--- config.mk ---
export PLATFORM = sky130hd
export DESIGN_NAME = canonical_kmer_extractor
export DESIGN_NICKNAME = d
export VERILOG_FILES = /design/src/hdl/cke_pkg.sv /design/src/hdl/cke_core.sv /design/src/hdl/cke_skid.sv /design/src/hdl/canonical_kmer_extractor.sv
export VERILOG_INCLUDE_DIRS = /design/src /design/src/hdl
export SDC_FILE = /design/constraint.sdc
export NUM_CORES = 1
export LEC_CHECK = 0
export BUFFER_PORTS_ARGS = -buffer_cell sky130_fd_sc_hd__buf_2
export CELL_PAD_IN_SITES_DETAIL_PLACEMENT = 1
export CELL_PAD_IN_SITES_GLOBAL_PLACEMENT = 2
export CORE_MARGIN = 2
export CORE_UTILIZATION = 41
export CTS_BUF_LIST = sky130_fd_sc_hd__clkbuf_16
export DETAILED_ROUTE_END_ITERATION = 8
export GPL_TIMING_DRIVEN = 0
export PLACE_DENSITY = 0.83
export SLEW_MARGIN = 30
export SYNTH_ARGS = -nofsm -noshare
export SYNTH_HDL_FRONTEND = slang
export SYNTH_SLANG_ARGS = --single-unit
export TNS_END_PERCENT = 1
--- constraint.sdc ---
create_clock -name clock -period 28.8 [get_ports clock]
set_clock_uncertainty 0.2 [all_clocks]
set_input_delay 5.76 -clock clock [delete_from_list [all_inputs] [get_ports clock]]
set_output_delay 5.76 -clock clock [all_outputs]
set_load 0.005 [all_outputs]
--- src/hdl/canonical_kmer_extractor_assert.svh ---
// Assertion macros for the canonical k-mer extractor.
// Uses the enclosing module's clock and reset ports; no other dependencies.
`ifndef CANONICAL_KMER_EXTRACTOR_ASSERT_SVH
`define CANONICAL_KMER_EXTRACTOR_ASSERT_SVH

// same-cycle implication
`define CKE_ASSERT_SAME(label, ante, cons) \
   label: assert property (@(posedge clock) disable iff (reset) (ante) |-> (cons)) \
      else $error("cke assertion failed");

// next-cycle implication
`define CKE_ASSERT_NEXT(label, ante, cons) \
   label: assert property (@(posedge clock) disable iff (reset) (ante) |=> (cons)) \
      else $error("cke assertion failed");

`endif

--- src/hdl/cke_pkg.sv ---
// Shared types, constants and helpers for the canonical k-mer extractor.
// No dependencies.
package cke_pkg;

   localparam int OUT_W         = 62;
   localparam int SYM_W         = 8;
   localparam int KLEN_W        = 5;
   localparam int MIN_K         = 20;
   localparam int MAX_K_DEFAULT = 31;
   localparam logic [KLEN_W-1:0] KLEN_RESET = 5'd31;

   localparam logic [SYM_W-1:0] CHAR_NL = 8'h0A;
   localparam logic [SYM_W-1:0] CHAR_GT = 8'h3E;
   localparam logic [SYM_W-1:0] CHAR_A  = 8'h41;
   localparam logic [SYM_W-1:0] CHAR_C  = 8'h43;
   localparam logic [SYM_W-1:0] CHAR_G  = 8'h47;
   localparam logic [SYM_W-1:0] CHAR_T  = 8'h54;

   localparam logic [1:0] CODE_A = 2'h0;
   localparam logic [1:0] CODE_C = 2'h1;
   localparam logic [1:0] CODE_G = 2'h2;
   localparam logic [1:0] CODE_T = 2'h3;

   typedef enum logic [1:0] {
      MODE_HEADER = 2'd0,
      MODE_FILL   = 2'd1,
      MODE_STREAM = 2'd2,
      MODE_RECORD = 2'd3
   } mode_type;

   typedef struct packed {
      logic             valid;
      logic [OUT_W-1:0] kmer;
   } result_type;

   function automatic logic is_base(input logic [SYM_W-1:0] sym);
      return (sym == CHAR_A) || (sym == CHAR_C) || (sym == CHAR_G) || (sym == CHAR_T);
   endfunction

   // non-base bytes map to zero
   function automatic logic [1:0] base_code(input logic [SYM_W-1:0] sym);
      logic [1:0] code;
      case (sym)
         CHAR_C:  code = CODE_C;
         CHAR_G:  code = CODE_G;
         CHAR_T:  code = CODE_T;
         default: code = CODE_A;
      endcase
      return code;
   endfunction

endpackage

--- src/hdl/cke_core.sv ---
// Parser state machine, rolling forward/complement windows and canonical select.
// Depends on cke_pkg.
module cke_core import cke_pkg::*; #(
   parameter int MAX_K = MAX_K_DEFAULT
) (
   input  logic              clock,
   input  logic              reset,
   input  logic              accept,
   input  logic [SYM_W-1:0]  symbol,
   input  logic              file_start,
   input  logic              csr_wr_en,
   input  logic [KLEN_W-1:0] csr_wr_data,
   output result_type        result
);

   localparam int WIN_W = 2 * MAX_K;
   localparam logic [KLEN_W-1:0] KMAX = KLEN_W'(MAX_K);
   localparam logic [KLEN_W-1:0] KMIN = KLEN_W'(MIN_K);

   logic [KLEN_W-1:0] klen_ff;
   mode_type          mode_ff, mode_in, mode_cur;
   logic [WIN_W-1:0]  fw_ff, fw_in, fw_cur, fw_shift;
   logic [WIN_W-1:0]  cw_ff, cw_in, cw_cur, cw_shift;
   logic [WIN_W-1:0]  mask;
   logic [KLEN_W-1:0] fill_ff, fill_in, fill_cur, fill_inc;
   logic [KLEN_W-1:0] effk;
   logic [1:0]        code, comp;
   logic              nl, base, emit;

   always_ff @(posedge clock) begin
      if (reset) begin
         klen_ff <= KLEN_RESET;
      end else if (csr_wr_en) begin
         klen_ff <= csr_wr_data;
      end
   end

   assign effk = (klen_ff < KMIN) ? KMIN : ((klen_ff > KMAX) ? KMAX : klen_ff);

   always_comb begin
      for (int i = 0; i < WIN_W; i++) begin
         mask[i] = (6'(i) < {effk, 1'b0});
      end
   end

   // a file start clears the windows and fill count before the byte is parsed as header
   assign mode_cur = file_start ? MODE_HEADER : mode_ff;
   assign fw_cur   = file_start ? '0 : fw_ff;
   assign cw_cur   = file_start ? '0 : cw_ff;
   assign fill_cur = file_start ? '0 : fill_ff;

   assign nl       = (symbol == CHAR_NL);
   assign base     = is_base(symbol);
   assign code     = base_code(symbol);
   assign comp     = base ? ~code : 2'b00;
   assign fill_inc = fill_cur + 5'd1;
   assign fw_shift = ((fw_cur << 2) & mask) | WIN_W'(code);
   assign cw_shift = (cw_cur >> 2) | (WIN_W'(comp) << {effk - 5'd1, 1'b0});

   // next state
   always_comb begin
      mode_in = mode_cur;
      fw_in   = fw_cur;
      cw_in   = cw_cur;
      fill_in = fill_cur;
      case (mode_cur)
         MODE_HEADER: begin
            if (nl) begin
               mode_in = MODE_FILL;
               fill_in = '0;
            end
         end
         MODE_FILL: begin
            if (!nl) begin
               fw_in   = fw_shift;
               cw_in   = cw_shift;
               fill_in = fill_inc;
               if ((fill_inc >= effk) || (fill_inc == '0)) begin
                  mode_in = MODE_STREAM;
                  fill_in = '0;
               end
            end
         end
         MODE_STREAM: begin
            if (base) begin
               fw_in = fw_shift;
               cw_in = cw_shift;
            end else if (symbol == CHAR_GT) begin
               mode_in = MODE_RECORD;
            end
         end
         MODE_RECORD: begin
            if (nl) begin
               mode_in = MODE_STREAM;
            end
         end
         default: begin
            mode_in = MODE_HEADER;
         end
      endcase
   end

   // outputs
   always_comb begin
      case (mode_cur)
         MODE_FILL:   emit = !nl && ((fill_inc >= effk) || (fill_inc == '0));
         MODE_STREAM: emit = base;
         default:     emit = 1'b0;
      endcase
   end

   always_ff @(posedge clock) begin
      if (reset) begin
         mode_ff <= MODE_HEADER;
         fw_ff   <= '0;
         cw_ff   <= '0;
         fill_ff <= '0;
      end else if (accept) begin
         mode_ff <= mode_in;
         fw_ff   <= fw_in;
         cw_ff   <= cw_in;
         fill_ff <= fill_in;
      end
   end

   assign result.valid = accept && emit;
   assign result.kmer  = OUT_W'((fw_shift > cw_shift) ? cw_shift : fw_shift);

endmodule

--- src/hdl/cke_skid.sv ---
// Two-entry output buffer: result register plus skid slot.
// Depends on cke_pkg and canonical_kmer_extractor_assert.svh.
`include "canonical_kmer_extractor_assert.svh"

module cke_skid import cke_pkg::*; (
   input  logic             clock,
   input  logic             reset,
   input  result_type       result,
   output logic             push_ready,
   output logic             rsp_tvalid,
   input  logic             rsp_tready,
   output logic [OUT_W-1:0] rsp_kmer
);

   logic             out_valid_ff, out_valid_in;
   logic [OUT_W-1:0] out_data_ff, out_data_in;
   logic             skid_valid_ff, skid_valid_in;
   logic [OUT_W-1:0] skid_data_ff, skid_data_in;
   logic             take;

   assign take       = out_valid_ff && rsp_tready;
   assign push_ready = !skid_valid_ff;

   always_comb begin
      out_valid_in  = out_valid_ff;
      out_data_in   = out_data_ff;
      skid_valid_in = skid_valid_ff;
      skid_data_in  = skid_data_ff;
      if (skid_valid_ff) begin
         if (take) begin
            out_data_in   = skid_data_ff;
            skid_valid_in = 1'b0;
         end
      end else if (result.valid) begin
         if (!out_valid_ff || take) begin
            out_valid_in = 1'b1;
            out_data_in  = result.kmer;
         end else begin
            skid_valid_in = 1'b1;
            skid_data_in  = result.kmer;
         end
      end else if (take) begin
         out_valid_in = 1'b0;
      end
   end

   always_ff @(posedge clock) begin
      if (reset) begin
         out_valid_ff  <= 1'b0;
         skid_valid_ff <= 1'b0;
      end else begin
         out_valid_ff  <= out_valid_in;
         skid_valid_ff <= skid_valid_in;
      end
   end

   always_ff @(posedge clock) begin
      out_data_ff  <= out_data_in;
      skid_data_ff <= skid_data_in;
   end

   assign rsp_tvalid = out_valid_ff;
   assign rsp_kmer   = out_data_ff;

   `CKE_ASSERT_SAME(a_skid_needs_out, skid_valid_ff, out_valid_ff)
   `CKE_ASSERT_SAME(a_no_push_when_full, skid_valid_ff, !result.valid)
   `CKE_ASSERT_NEXT(a_stall_fills_skid, result.valid && out_valid_ff && !rsp_tready,
      skid_valid_ff && (skid_data_ff == $past(result.kmer)))

endmodule

--- src/hdl/canonical_kmer_extractor.sv ---
// Canonical k-mer extractor top level.
// Depends on cke_pkg, cke_core and cke_skid.
//
// Input channel req_*: one FASTA byte per word, req_tuser marks the first
// byte of a file. The first line of a file is skipped as header; the next k
// non-newline bytes fill the window and give one k-mer; then each A/C/G/T
// byte gives one k-mer. A '>' skips the rest of its line.
// Output channel rsp_*: the canonical k-mer, min of forward and reverse
// complement, 2 bits per base (A0 C1 G2 T3).
// csr_wr_en/csr_wr_data write k (saturated to 20..MAX_K); reset value 31.
// Write only while the block is idle.
// The k-mer of an accepted byte is registered in the output buffer before rsp.
// Throughput: one byte per cycle while req_tready is high; the window update
// and the 2*MAX_K-bit compare are combinational from window to output buffer.
// A stalled receiver is absorbed by a two-entry output buffer; req_tready
// drops only when both entries are full and returns as soon as one drains.
// Reset (synchronous) clears windows and fill count, enters header skip and
// empties the output buffer.
module canonical_kmer_extractor import cke_pkg::*; #(
   parameter int MAX_K = MAX_K_DEFAULT
) (
   input  logic              clock,
   input  logic              reset,
   input  logic              req_tvalid,
   output logic              req_tready,
   input  logic [7:0]        req_tdata,   // [7:0] symbol
   input  logic              req_tuser,   // [0] file_start
   output logic              rsp_tvalid,
   input  logic              rsp_tready,
   output logic [63:0]       rsp_tdata,   // [61:0] canonical_kmer, [63:62] zero
   input  logic              csr_wr_en,
   input  logic [KLEN_W-1:0] csr_wr_data
);

   result_type       result;
   logic             accept;
   logic [OUT_W-1:0] rsp_kmer;

   assign accept = req_tvalid && req_tready;

   cke_core #(
      .MAX_K (MAX_K)
   ) u_core (
      .clock       (clock),
      .reset       (reset),
      .accept      (accept),
      .symbol      (req_tdata),
      .file_start  (req_tuser),
      .csr_wr_en   (csr_wr_en),
      .csr_wr_data (csr_wr_data),
      .result      (result)
   );

   cke_skid u_skid (
      .clock      (clock),
      .reset      (reset),
      .result     (result),
      .push_ready (req_tready),
      .rsp_tvalid (rsp_tvalid),
      .rsp_tready (rsp_tready),
      .rsp_kmer   (rsp_kmer)
   );

   assign rsp_tdata = {2'b00, rsp_kmer};

endmodule
==> results of run 1 <==
per-stage QoR:
stage | instances | cell area (sq um) | worst slack [ns]
after global routing | 2186 | 16500 | 17.15
after CTS | 2186 | 16500 | 17.57
after global placement | 2116 | 15300 | 10.70
after detailed placement | 2129 | 15500 | 16.96
after floorplan | 1581 | 14300 | 15.46
final | 2186 | 16500 | 17.43
layout by cell type (no fill, tap or decap), types with 6 or more instances in the layout:
master	count
o21ai_0	44
clkbuf_1	88
a31oi_1	9
nand2b_1	11
nor2b_1	22
nand2_1	206
inv_1	85
o21bai_1	13
ha_1	71
buf_6	8
mux2i_1	65
clkbuf_16	31
a211oi_1	6
edfxtp_1	124
nor2_1	193
buf_4	19
nand3_1	43
o311ai_0	57
and3_1	9
nor3_1	17
dfxtp_1	134
a21oi_1	83
nand4_1	71
buf_2	93
clkinv_2	7
a21o_1	9
a22oi_1	95
power by group through the flow:
stage / Clock, mW / Sequential [mW] / Combinational, mW
floorplan: 0 / 0.390 / 0.0382
global placement: 0 / 0.390 / 0.0613
detailed placement: 0 / 0.390 / 0.0622
CTS: 0.388 / 0.383 / 0.0624
global route: 0.401 / 0.383 / 0.0663
finish: 0.382 / 0.383 / 0.0631
cell type report:
type,instances,area share [%]
multi-input cells,1122,43.0
flip-flops and latches,258,38.9
clock buffers,31,4.71
plain buffers,123,3.46
well taps,455,3.46
repair buffers,93,3.41
inverters,78,1.78
clock inverters,26,1.24
registers in the layout (all words and copies together), names as in the netlist:
register,flops
u_skid.rsp_kmer,62
u_skid.skid_data_ff,62
u_core.cw_ff,60
u_core.fw_ff,60
u_core.fill_ff,5
u_core.klen_ff,5
u_core.mode_ff,2
u_skid.rsp_tvalid,1
u_skid.skid_valid_ff,1
logic make-up (layout without fill, tap and decap cells):
group	after synthesis	after routing	synth area share [%]
AND/OR/NAND/NOR	603	603	19.5
AO/OA/AOI/OAI	372	372	18.4
flip-flops	258	258	44.8
buffers and inverters	201	351	6.02
adder cells (fa/ha/maj)	71	71	6.21
multiplexers	65	65	4.55
XOR/XNOR	8	8	0.490
other	1	3	0.0262
metal layers:
layer	vias up	routed length [um]
met1	6606	23000
met3	99	2900
li1	6054	-
met2	400	23800
met5	-	0
met4	0	1910
worst reg2reg max path, delay by kind of cell, from the launching register on:
family / cells / cell delay, ns
flip-flops: 1 / 0.34
buffers and inverters: 2 / 0.88
adder cells (fa/ha/maj): 2 / 0.67
AND/OR/NAND/NOR: 4 / 1.27
XOR/XNOR: 1 / 0.60
AO/OA/AOI/OAI: 6 / 2.28
worst min path at each step:
stage / start / end / slack (ns) / depth (start not counted)
after floorplan: u_core.cw_ff[35] / u_core.cw_ff[35] / 0.23 / 2
after global routing: u_core.cw_ff[49] / u_core.cw_ff[49] / 0.26 / 2
after CTS: u_core.cw_ff[49] / u_core.cw_ff[49] / 0.25 / 2
after global placement: u_core.cw_ff[51] / u_core.cw_ff[51] / 0.23 / 2
after detailed placement: u_core.cw_ff[49] / u_core.cw_ff[49] / 0.24 / 2
final: u_core.cw_ff[53] / u_core.cw_ff[53] / 0.24 / 2
==> flow_summary.toml, run 1 <==
[status]
outcome = "finished clean"

[sta]
whs_ns = 0.244
timing.fmax_mhz = 88.0
relSlewSlack_pct = 32.7
rsz0062_at_grt = "no"
setup_viol_count_final = 0
hold_viol_final = 0
period_share_pct = 39.5
worst_pin_slew_ns = 1.01
slew_violations = 0
fin_crit_ns = 11.37
setup_tns_ns = 0

[logic_synthesis]
yosysMostFrequentCell = "nand2_1"
synthCells = 1579
synthTopCellsByArea = "edfxtp_1 (26%), dfxtp_1 (19%), ha_1 (6.2%), nand2_1 (5.4%), nor2_1 (5.1%)"
ys.flop_type = "dfxtp_1"
async_flop_share_pct = 0
yosys_warnings = 0
synth_top_area_share_pct = 26.0
synthDistinctLibCells = 77
syn_area_per_cell_sq_um = 9.06
synth-edff-count = 124
synth_seq_cells = 258
synth_area_sq_um = 14300
synth_commonest_cells = "nand2_1 (206), nor2_1 (193), dfxtp_1 (134)"
ys_seq_area_share_pct = 44.8
yosysTopAreaCell = "edfxtp_1"

[pwr]
p_seq_share_pct = 46.2
netSwitchingFraction_pct = 25.3
clock_power_share_pct = 46.2
peakVddDrop_mv = 0.0464
pwr-share-comb_pct = 7.6
power_mw = 0.828
switching_power_mw = 0.209
p_leak_nw = 6.67
powerDensity_nw_per_um2 = 50.3
p_int_mw = 0.619

[layout]
syn_to_final_growth_pct = 15.0
num-nets-final = 1797
fillers = 4030
multi_input_area_sq_um = 7070
ff_latch_area_sq_um = 6410
fin_util_pct = 47.7
n_antenna_cell = 0
layout-drive-gt1-share_pct = 11.1

[hold_path]
hold_path_class = "register to register"

[worst_setup_path]
reg2reg_depth = 15
rrSetupSlack_ns = 22.23
endpoint = "u_skid.rsp_kmer[54]"
worstSetupStartpointType = "input pin"
crit_required_ns = 28.85
slowest_delay_ns = 0.84
worstPathCellList = "buf_2 -> buf_2 -> clkbuf_1 -> clkbuf_1 -> buf_1 -> a31oi_1 -> nand2_1 -> inv_1 -> ha_1 -> nand4_1 -> nor4_2 -> nand4_2 -> a2111oi_2 -> nor3_4 -> clkbuf_1 -> o311ai_0"
crit_type = "input pin to register"
cp.depth = 16
worst-path-buf-inv = 7
critPathArrivalTime_ns = 11.42
rr_startpoint = "u_core.klen_ff[2]"
reg2reg_to = "u_skid.rsp_kmer[54]"
cp_max_fo = 10
cpMostUsedCell = "clkbuf_1"
critPathCaptureType = "register"
crit_family = "buffers and inverters"
critPathSlowestCell = "o311ai_0"
critPathLaunch = "req_tuser"

[route]
ant_nets = 0
finalWirelength_mm = 51.5
drtIter0Drc = 909
vias = 13200
routedWlPerCell_um = 23.6
vias_per_cell = 6.02
drt-pass1-iter-count = 5
drc = 0

[grt]
use_met3_pct = 3.46
grt_use_met1_pct = 37.8
grt-busiest-layer = "met2"
overflow = 0
grt_use_met2_pct = 46.1
grt_pass1_vias = 13100
grt_usage_pct = 28.1
grt_max_degree = 22
grt_pass1_wl_mm = 78.2
antenna_found_initial = 0

[clocking]
htreeDepth = 1
ctsHoldBuffers = 0
cts_buffers = 31
cts_tree = "done"
clk_path_buf_depth = 3
post-cts-setup-buffers = 0
root_buffer = "clkbuf_16"
cts_num_sinks = 258
clk_pin_slew_worst_paths_ns = 0.06
clk_latency_ns = 0.58
cts_resized = 0

[floorplanning]
fp.coreArea_sq_um = 34500
pin_count = 85
die_w_um = 191
die_area_sq_um = 36400
die-height_um = 191
start_util_pct = 41.5
rows = 68

[place]
globalplace.congestion = 0.892
io_buffers = 80
hpwlAfterDp_mm = 38.7

[flow_run]
maxCapViolCount = 0
(Power assumes the default switching activity.)
==> inputs of run 2 (changes only) <==
- CORE_UTILIZATION: 41 -> 39
- PLACE_DENSITY: 0.83 -> 0.8
- clock period: 28.8 -> 11.3 ns (I/O delays scaled with it)
==> run 2 against run 1 <==
  * Hold slack improved by 0.0020 ns
  * Worst setup slack got worse by 14 ns
  * Sequential power rose to 2.5 times the previous value
  * Via count fell by 1.9%
  * Combinational power rose to 2.6 times the previous value
  * Sequential cell count did not move
  * First-iteration DRC count fell by 15%
  * Register-to-register slack got worse by 18 ns
  * Cell count rose by 0.46%
  * Critical path type unchanged
  * Highest routed layer unchanged
==> flow_summary.toml, run 2 (synthesized netlist as in run 1, its figures left out) <==
[status]
outcome = "finished clean"

[layout]
ff_latch_area_sq_um = 6410
layout-drive-gt1-share_pct = 11.0
final_cell_mix = "nand2_1 (206), nor2_1 (193), dfxtp_1 (134)"
final_common_cell = "nand2_1"
fillers = 4281
fin_util_pct = 45.1
num-nets-final = 1794
syn_to_final_growth_pct = 14.7
multi_input_area_sq_um = 7070
fin_area_sq_um = 16400
n_antenna_cell = 0

[sta]
relSlewSlack_pct = 28.4
setup_viol_count_final = 0
setup_tns_ns = 0
timing.fmax_mhz = 123
hold_viol_final = 0
fin_crit_ns = 8.16
period_share_pct = 72.2
slew_violations = 0
rsz0062_at_grt = "no"
worst_slack_ns = 3.14
worst_pin_slew_ns = 1.06

[route]
drc = 0
wl_met3_mm = 2.29
vias_per_cell = 5.88
vias = 12900
drt-pass1-iter-count = 5
finalWirelength_mm = 51.3
top_layer_used = "met4"
met1_length_mm = 22.5
ant_nets = 0
routedWlPerCell_um = 23.4
drtIter0Drc = 774
wl_met2_mm = 24.7

[hold_path]
min_path_cells = 2
hold_path_class = "register to register"
hp-start = "u_core.cw_ff[41]"
min_to = "u_core.cw_ff[41]"

[clocking]
htreeDepth = 1
cts_num_sinks = 258
ctsHoldBuffers = 0
post-cts-setup-buffers = 0
cts_buffers = 30
cts_tree = "done"
clk_latency_ns = 0.58
root_buffer = "clkbuf_16"
cts_resized = 0
clk_path_buf_depth = 3
clk_pin_slew_worst_paths_ns = 0.06

[floorplanning]
rows = 70
fp.coreArea_sq_um = 36300
die-height_um = 196
die_area_sq_um = 38200
start_util_pct = 39.4
pin_count = 85
die_w_um = 196

[worst_setup_path]
critPathCaptureType = "register"
reg2reg_depth = 15
cp_max_fo = 10
worstPathCellList = "buf_2 -> buf_2 -> clkbuf_1 -> clkbuf_1 -> buf_1 -> a31oi_1 -> nand2_1 -> inv_1 -> ha_1 -> nand4_1 -> nor4_2 -> nand4_2 -> nor3_4 -> a31oi_1 -> nor3_4 -> clkbuf_1 -> o311ai_0"
worst-path-buf-inv = 7
cpMostUsedCell = "clkbuf_1"
crit_family = "buffers and inverters"
crit_type = "input pin to register"
slowest_delay_ns = 0.69
critPathSlowestCell = "buf_1"
crit_required_ns = 11.31
reg2reg_to = "u_skid.rsp_kmer[53]"
critPathArrivalTime_ns = 8.17
rr_startpoint = "u_core.klen_ff[2]"
rrSetupSlack_ns = 4.73
worstSetupStartpointType = "input pin"

[pwr]
peakVddDrop_mv = 0.101
powerDensity_nw_per_um2 = 127
p_leak_nw = 6.63

[place]
hpwlAfterDp_mm = 38.5
placed_area_sq_um = 15500
io_buffers = 80
place_ws_ns = 2.59
globalplace.congestion = 0.898

[grt]
antenna_found_initial = 1
grt_max_degree = 22
overflow = 0
grt_pass1_wl_mm = 78.0
grt_usage_pct = 26.5
grt_pass1_vias = 13000

[flow_run]
maxCapViolCount = 0
==> run 2: worst max path at each step <==
stage,start,end,slack (ns),depth (start not counted)
global route,req_tuser,u_skid.skid_data_ff[27],2.85,16
global placement,req_tuser,u_skid.skid_data_ff[27],-3.11,12
detailed placement,req_tuser,u_skid.skid_data_ff[27],2.59,16
finish,req_tuser,u_skid.rsp_kmer[53],3.14,17
floorplan,req_tuser,u_skid.skid_data_ff[0],1.46,15
CTS,req_tuser,u_skid.skid_data_ff[27],3.25,16
==> run 2: per-stage QoR <==
| step | instances | hold slack (ns) | total power [mW] |
|---|---|---|---|
| 6_report | 2196 | 0.246 | 2.09 |
| 3_5_place_dp | 2140 | 0.240 | 1.15 |
| 4_1_cts | 2196 | 0.248 | 2.10 |
| 5_1_grt | 2196 | 0.270 | 2.15 |
| 2_1_floorplan | 1581 | 0.227 | 1.09 |
| 3_3_place_gp | 2129 | 0.233 | 1.15 |
==> run 2: metal layers <==
| layer | vias to the layer above | GRT usage [%] |
|---|---|---|
| li1 | 6052 | - |
| met1 | 6454 | 34.1 |
| met2 | 315 | 45.2 |
| met3 | 89 | 3.58 |
| met4 | 0 | 10.6 |
| met5 | - | 0 |
==> run 2: power by group <==
part           internal (mW)  switching (mW)
Combinational         0.0408           0.120
Clock                  0.530           0.422
Sequential             0.972         0.00253
==> run 2: tightest hold or removal path: cells and delay by family, from the launching register on <==
| family | cells | cell delay, ns |
|---|---|---|
| flops | 1 | 0.30 |
| simple gates | 1 | 0.05 |
| compound gates | 1 | 0.05 |
==> run 2: area by class of cell <==
cell class,instances,share of cell area [%]
Multi-Input combinational cell,1122,43.1
Sequential cell,258,39.1
Clock buffer,32,4.88
Tap cell,468,3.57
Buffer,123,3.47
Timing Repair Buffer,91,3.31
Inverter,78,1.78
Clock inverter,24,0.839
